**config.mk**
```make
export PLATFORM = sky130hd
export DESIGN_NAME = swm_cell
export DESIGN_NICKNAME = d
export VERILOG_FILES = /design/src/swm_pkg.sv /design/src/swm_cell.sv
export SDC_FILE = /design/constraint.sdc
export NUM_CORES = 1
export LEC_CHECK = 0
export ABC_AREA = 0
export BUFFER_PORTS_ARGS = -buffer_cell sky130_fd_sc_hd__buf_2
export CAP_MARGIN = 10
export CORE_AREA = 2 2 113 115
export CTS_BUF_LIST = sky130_fd_sc_hd__clkbuf_8
export CTS_CLUSTER_SIZE = 20
export DETAILED_ROUTE_END_ITERATION = 10
export DIE_AREA = 0 0 115 117
export GPL_TIMING_DRIVEN = 0
export HOLD_SLACK_MARGIN = 0.03
export PLACE_DENSITY = 0.74
export SYNTH_ARGS = -nofsm -noshare
export SYNTH_HDL_FRONTEND = slang
export SYNTH_SLANG_ARGS = --single-unit
```
**constraint.sdc**
```tcl
create_clock -name clk -period 5.2 [get_ports clk]
set_clock_uncertainty 0.1 [all_clocks]
set_input_delay 1.04 -clock clk [delete_from_list [all_inputs] [get_ports clk]]
set_output_delay 1.04 -clock clk [all_outputs]
set_load 0.01 [all_outputs]
```
**src/swm_pkg.sv**
```systemverilog
package swm_pkg;

  // default build values
  localparam int MAX_WINDOW_DEF   = 64;
  localparam int SAMPLE_WIDTH_DEF = 30;

  // configuration word width
  localparam int CFG_W = 7;

  // window size after reset
  localparam int WSIZE_RESET = 1;

  // per-word control shared by every cell
  typedef struct packed {
    logic acc;      // word accepted this cycle
    logic clr;      // empty the window
    logic full;     // window full before the word enters, restart applied
    logic restart;  // word carries restart
  } cell_ctl_t;

  // what a cell shows the cell below it
  typedef struct packed {
    logic v;   // holds a sample
    logic le;  // sample is <= incoming sample
  } cell_a_t;

  // what a cell shows the cell above it, after the eviction
  typedef struct packed {
    logic v;   // entry after eviction is occupied
    logic le;  // entry after eviction is occupied and <= incoming sample
  } cell_b_t;

endpackage

```
**src/swm_cell.sv**
```systemverilog
module swm_cell #(
  parameter int SW    = swm_pkg::SAMPLE_WIDTH_DEF,
  parameter int AGE_W = 6,
  parameter int IDX   = 0
) (
  input  logic               clk,
  input  logic               rst_n,
  input  swm_pkg::cell_ctl_t ctl,
  input  logic [SW-1:0]      sample,
  input  logic [SW-1:0]      old_val,
  input  logic [AGE_W-1:0]   wm1,
  input  logic [AGE_W-1:0]   mid,
  // neighbour above
  input  logic [SW-1:0]      up_val,
  input  logic [AGE_W-1:0]   up_age,
  input  swm_pkg::cell_a_t   up_a,
  // neighbour below
  input  logic [SW-1:0]      dn_val,
  input  logic [AGE_W-1:0]   dn_age,
  input  swm_pkg::cell_b_t   dn_b,
  // own view
  output logic [SW-1:0]      a_val,
  output logic [AGE_W-1:0]   a_age,
  output swm_pkg::cell_a_t   a_out,
  output logic [SW-1:0]      b_val,
  output logic [AGE_W-1:0]   b_age,
  output swm_pkg::cell_b_t   b_out,
  output logic [SW-1:0]      rm_val,
  output logic [SW-1:0]      tap_val
);

  logic             valid_r, valid_nxt;
  logic [SW-1:0]    val_r, val_nxt;
  logic [AGE_W-1:0] age_r, age_nxt;
  logic             v_eff;
  logic             shift;

  assign v_eff = valid_r & ~ctl.restart;
  // evicted entry sits at or below this cell
  assign shift = v_eff & ctl.full & (val_r >= old_val);

  assign a_val    = val_r;
  assign a_age    = age_r;
  assign a_out.v  = v_eff;
  assign a_out.le = (val_r <= sample);

  // entry after the oldest sample is taken out
  assign b_val    = shift ? up_val : val_r;
  assign b_age    = shift ? up_age : age_r;
  assign b_out.v  = ctl.full ? up_a.v : v_eff;
  assign b_out.le = b_out.v & (shift ? up_a.le : a_out.le);

  assign rm_val  = (v_eff && ctl.full && age_r == wm1) ? val_r : '0;
  assign tap_val = (valid_r && AGE_W'(IDX) == mid) ? val_r : '0;

  // insertion: keep, take the new sample, or take the entry below
  always_comb begin
    if (b_out.le) begin
      valid_nxt = 1'b1;
      val_nxt   = b_val;
      age_nxt   = b_age + AGE_W'(1);
    end else if (dn_b.le) begin
      valid_nxt = 1'b1;
      val_nxt   = sample;
      age_nxt   = '0;
    end else begin
      valid_nxt = dn_b.v;
      val_nxt   = dn_val;
      age_nxt   = dn_age + AGE_W'(1);
    end
  end

  always_ff @(posedge clk) begin
    if (!rst_n || ctl.clr) begin
      valid_r <= 1'b0;
    end else if (ctl.acc) begin
      valid_r <= valid_nxt;
    end
  end

  always_ff @(posedge clk) begin
    if (ctl.acc) begin
      val_r <= val_nxt;
      age_r <= age_nxt;
    end
  end

endmodule

```
# == After elaboration in Yosys (flattened, before gate mapping) ==
# Cells that the tools add are included.
# word_totals
regBits,37
inputBits,154
out_inout_bits,136
wordCells,31
# op_classes
addsub,2
order_cmp,2
n_eq_ne,1
mux,12
bitwise_logic,5
n_reduce_logical,6
# ops
operator,count
30-bit 2-to-1 mux,5
30-bit greater-or-equal comparator,1
30-bit <= comparator,1
6-bit 2-to-1 mux,3
"6-bit by 1-bit adder with 6-bit output, second input constant",2
6-bit equality test,1
6-bit zero test,1
1-bit bitwise AND,4
1-bit 2-to-1 mux,4
1-bit logical AND,3
1-bit zero test,1
1-bit logical OR,1
1-bit inverter,1

# == Longest topological paths before layout ==
# depth
depth_word,7
ltp_mapped,14
ltp_nobuf,13

# == Least setup slack after synthesis ==
# OpenSTA, ideal clock, no wires.
# synth_timing
kind,input to register
from,input port old_val[23]
to,register age_r[2] (netlist: a_age[2]) (data pin)
setup_time_ns,0.262
t_arrival_ns,3.827
t_required_ns,4.838
slack_ns,1.011
path_stages,14
path_buffers,1
path_cell_list,inv_1 ha_1 a21oi_1 o21ai_0 a221oi_2 o2111ai_1 nand2_2 buf_2 mux2_2 ha_1 nor2b_1 o22ai_1 nand3_1 mux2_1
# synth_via
elab_chain_len,5
word_cells_on_any_way,7
cone_classes,1 x add/sub; 1 x order compare; 3 x mux; 2 x bitwise
# synth_rtl
element,line,rtl
start: declaration,swm_cell.sv:10,"input logic [SW-1:0] old_val,"
30-bit greater-or-equal comparator,swm_cell.sv:40,assign shift = v_eff & ctl.full & (val_r >= old_val);
1-bit bitwise AND,swm_cell.sv:40,
6-bit 2-to-1 mux,swm_cell.sv:49,assign b_age = shift ? up_age : age_r;
via b_age[0],swm_cell.sv:26,"output logic [AGE_W-1:0] b_age,"
6-bit by 1-bit adder with 6-bit output,swm_cell.sv:61,age_nxt = b_age + AGE_W'(1);
6-bit 2-to-1 mux,swm_cell.sv:58,if (b_out.le) begin
via age_nxt[2],swm_cell.sv:34,"logic [AGE_W-1:0] age_r, age_nxt;"
end signal: assignment,swm_cell.sv:84,age_r <= age_nxt;
end: declaration,swm_cell.sv:34,
# The timed path passes the listed nets, and every way through them passes these cells.
# A chain may end at the register's enable or synchronous reset.

# == Worst setup path after layout ==
# layout_timing
from,input port old_val[23]
to,output port b_age[0]
# layout_via
elab_chain_len,3
# layout_rtl
element,line
30-bit greater-or-equal comparator,swm_cell.sv:40
1-bit bitwise AND,swm_cell.sv:40
6-bit 2-to-1 mux,swm_cell.sv:49
end: declaration,swm_cell.sv:26
# No other way between the ends.

==> key figures <==
Logic synthesis
  • Warnings, synthesis: 0
  • Post-synth top area share: 0.224
  • Synth cell types: slightly above 50
  • Synthesized flop and latch total: 37
  • Syn Inst Count: 495
  • Ys flop type: edfxtp_1
  • Seq/Total Area, Yosys: 0.228
  • Post-synthesis async set-or-reset flop share: 0
  • Commonest cells in the netlist: mux2_2 (70), inv_1 (63), ha_1 (62), and2_1 (60), edfxtp_1 (36)
  • Avg Cell Area, Syn: 9.74 µm²
  • Cell with the most instances after synthesis: mux2_2
  • Most area-consuming cells after synthesis: edfxtp_1 (22%), mux2_2 (16%), ha_1 (16%)
  • Mapped Nets: 711
  • Mapped cell area: 0.00482 mm²
  • EDFF count, synth: 36
  • Synth area leader: edfxtp_1

Cells and area
  • Final #Nets: 1006
  • Layout Cells excl Fill: 941
  • Number of antenna diodes: 0
  • Proportion of layout cells with a drive suffix above 1: 0.518
  • Area delta synth->final: 36.2%
  • Cell area after layout: 0.00657 mm²

Detailed routing
  • First-pass DRT Iterations: 4
  • Iteration-0 DRC Markers: 154
  • # DRC: 0
  • Antenna Violating Nets Remaining: 0
  • Via Count: 4690
  • WL per Instance: approximately 16 µm
  • Vias per cell: approximately 5.0
  • Final wirelength: roughly 15 mm

Pwr
  • Peak VDD IR: 0.154 mV
  • Leakage: 0.00364 µW
  • P per Cell Area: 180 mW/mm²

Place
  • Post-DP HPWL: 12.5 mm
  • Input/output buffers: between 200 and 300
  • Placed Instances: 933
  • Gp weighted congestion: 0.874
  • Placed cell areas: ~0.0064 mm²
  • Setup slack at placement: 0.182 ns

Floorplanning
  • Die Width: ~120 µm
  • Total Die Area: 0.0135 mm²
  • Core Rows: 41
  • Initial core utilization: 0.391
  • Io pins: 290
  • Core Footprint: 0.0123 mm²
  • Die Y: 117 µm

Timing
  • Max_slew headroom: 0.338
  • Final setup TNS: 0 ns
  • # setup viols final: 0
  • Tmin final: 4.95 ns
  • Maximum clock rate: 202 MHz
  • Worst-margin pin slew: a little under 1 ns
  • Slew Viols, Final: 0
  • Period utilization: 0.951
  • RSZ-0062 raised after global routing: false
  • Final Hold Viols: 0
  • Setup slack after layout: 0.253 ns

Clock tree
  • Post-CTS Setup Inserts: 0
  • CTS tree: yes
  • H-tree Lvls: 2
  • Clk_lat worst skew: approximately 0.3 ns
  • Post-CTS Resized: 0
  • Clock Path Buffers: 2
  • Root Driver: clkbuf_8
  • Clock sink count: 37
  • CTS clk-pin slew, worst paths: 0.09 ns
  • CTS Buf Count: 5
  • Hold Buf Count CTS: 0

Setup path
  • Crit path max fanout: 10
  • Critical setup path kind: input port to primary output
  • Arrival time worst endpoint: 3.81 ns
  • CP Capture Type: primary output
  • CP required: 4.06 ns
  • Crit path launch type: input port

Hold path
  • Type of the tightest min-delay check: flop to flop

Global route
  • Pin count of the biggest net entering global routing: 39
  • Vias in the first global route: 4342
  • GRT Total Usage: 0.214
  • Antenna violations before repair: 0
  • Total grt overflow: 0
  • Global-route wire length before repair: 22.1 mm

Run status
  • Outcome: completed

Run
  • Max cap viols: 0
## logic make-up after synthesis
family,count (synthesis),synth area share
AOI/OAI and AO/OA,58,0.0862
xor gates and xnor gates,16,0.0291
adders and majority gates,62,0.161
buffers and inverters,81,0.0693
DFF,37,0.228
muxes,103,0.262
and+or+nand+nor,138,0.164
## routing by layer
layer,up-vias,GRT usage,share of wire
met2,183,0.405,0.52
met3,13,0.0335,0.063
li1,2349,-,-
met1,2145,0.252,0.41
met5,-,0,0
met4,0,0.0514,0.013
## power by group
| group | internal (µW) | leakage [µW] | total [µW] | switching (µW) |
|---|---|---|---|---|
| logic | 256 | 0.00321 | 490 | 235 |
| clock network | 155 | 0.0000626 | 276 | 121 |
| registers | 367 | 0.000363 | 413 | 45.6 |
## worst paths after layout
| path | start | end | slack [ns] | cells after the start |
|---|---|---|---|---|
| hold / removal | valid_r$_SDFFE_PP0P_ | valid_r$_SDFFE_PP0P_ | 0.47 | 2 |
| setup reg to reg | a_val[23]$_DFFE_PP_ | a_age[2]$_DFFE_PP_ | 0.91 | 13 |
| hold reg to reg | valid_r$_SDFFE_PP0P_ | valid_r$_SDFFE_PP0P_ | 0.47 | 2 |
| setup / recovery | old_val[23] | b_age[0] | 0.25 | 11 |
## worst max-delay path: stages
cell and delay (ns):
buf_2 0.08, inv_1 0.03, ha_1 0.29, a21oi_1 0.15, o21ai_0 0.16, a221oi_2 0.46
o2111ai_1 0.36, nand2_2 0.31, buf_2 0.34, mux2_2 0.41, buf_2 0.15
## metrics by stage
stage	util	total power, µW	hold WS (ns)
after floorplan	-	713	0.416
after global placement	0.524	904	0.450
after detailed placement	0.524	914	0.466
after CTS	0.533	1200	0.476
after global routing	0.533	1260	0.531
final	0.533	1180	0.474
## registers in the layout (all words and copies together), names as in the netlist
name     cells
a_age        6
a_val       30
valid_r      1
## layout by cell type (no fill, tap or decap), types with 4 or more instances in the layout
| cell type | netlist | final |
|---|---|---|
| a21oi_1 | 21 | 21 |
| xor2_1 | 14 | 14 |
| and3_1 | 4 | 4 |
| mux2_2 | 70 | 70 |
| o21ai_0 | 11 | 11 |
| nand2_1 | 19 | 19 |
| nand3_1 | 13 | 13 |
| edfxtp_1 | 36 | 36 |
| and2_1 | 60 | 60 |
| ha_1 | 62 | 62 |
| mux2_4 | 28 | 28 |
| clkbuf_1 | 10 | 10 |
| buf_2 | 3 | 291 |
| inv_1 | 63 | 64 |
| nand4_1 | 8 | 8 |
| clkbuf_8 | 0 | 6 |
| a21o_1 | 4 | 4 |
| nor2_1 | 13 | 13 |
| nor2b_1 | 5 | 5 |
## layout make-up
type / count / area, µm²
repair buffers: 288 / 1440
multi-input cells: 377 / 3380
flip-flops and latches: 37 / 1100
fillers: 1160 / 5750
plain buffers: 17 / 93.8
well taps: 150 / 188
inverters: 64 / 240
clock inverters: 2 / 33.8
clock buffers: 6 / 82.6
(Power assumes the default switching activity.)
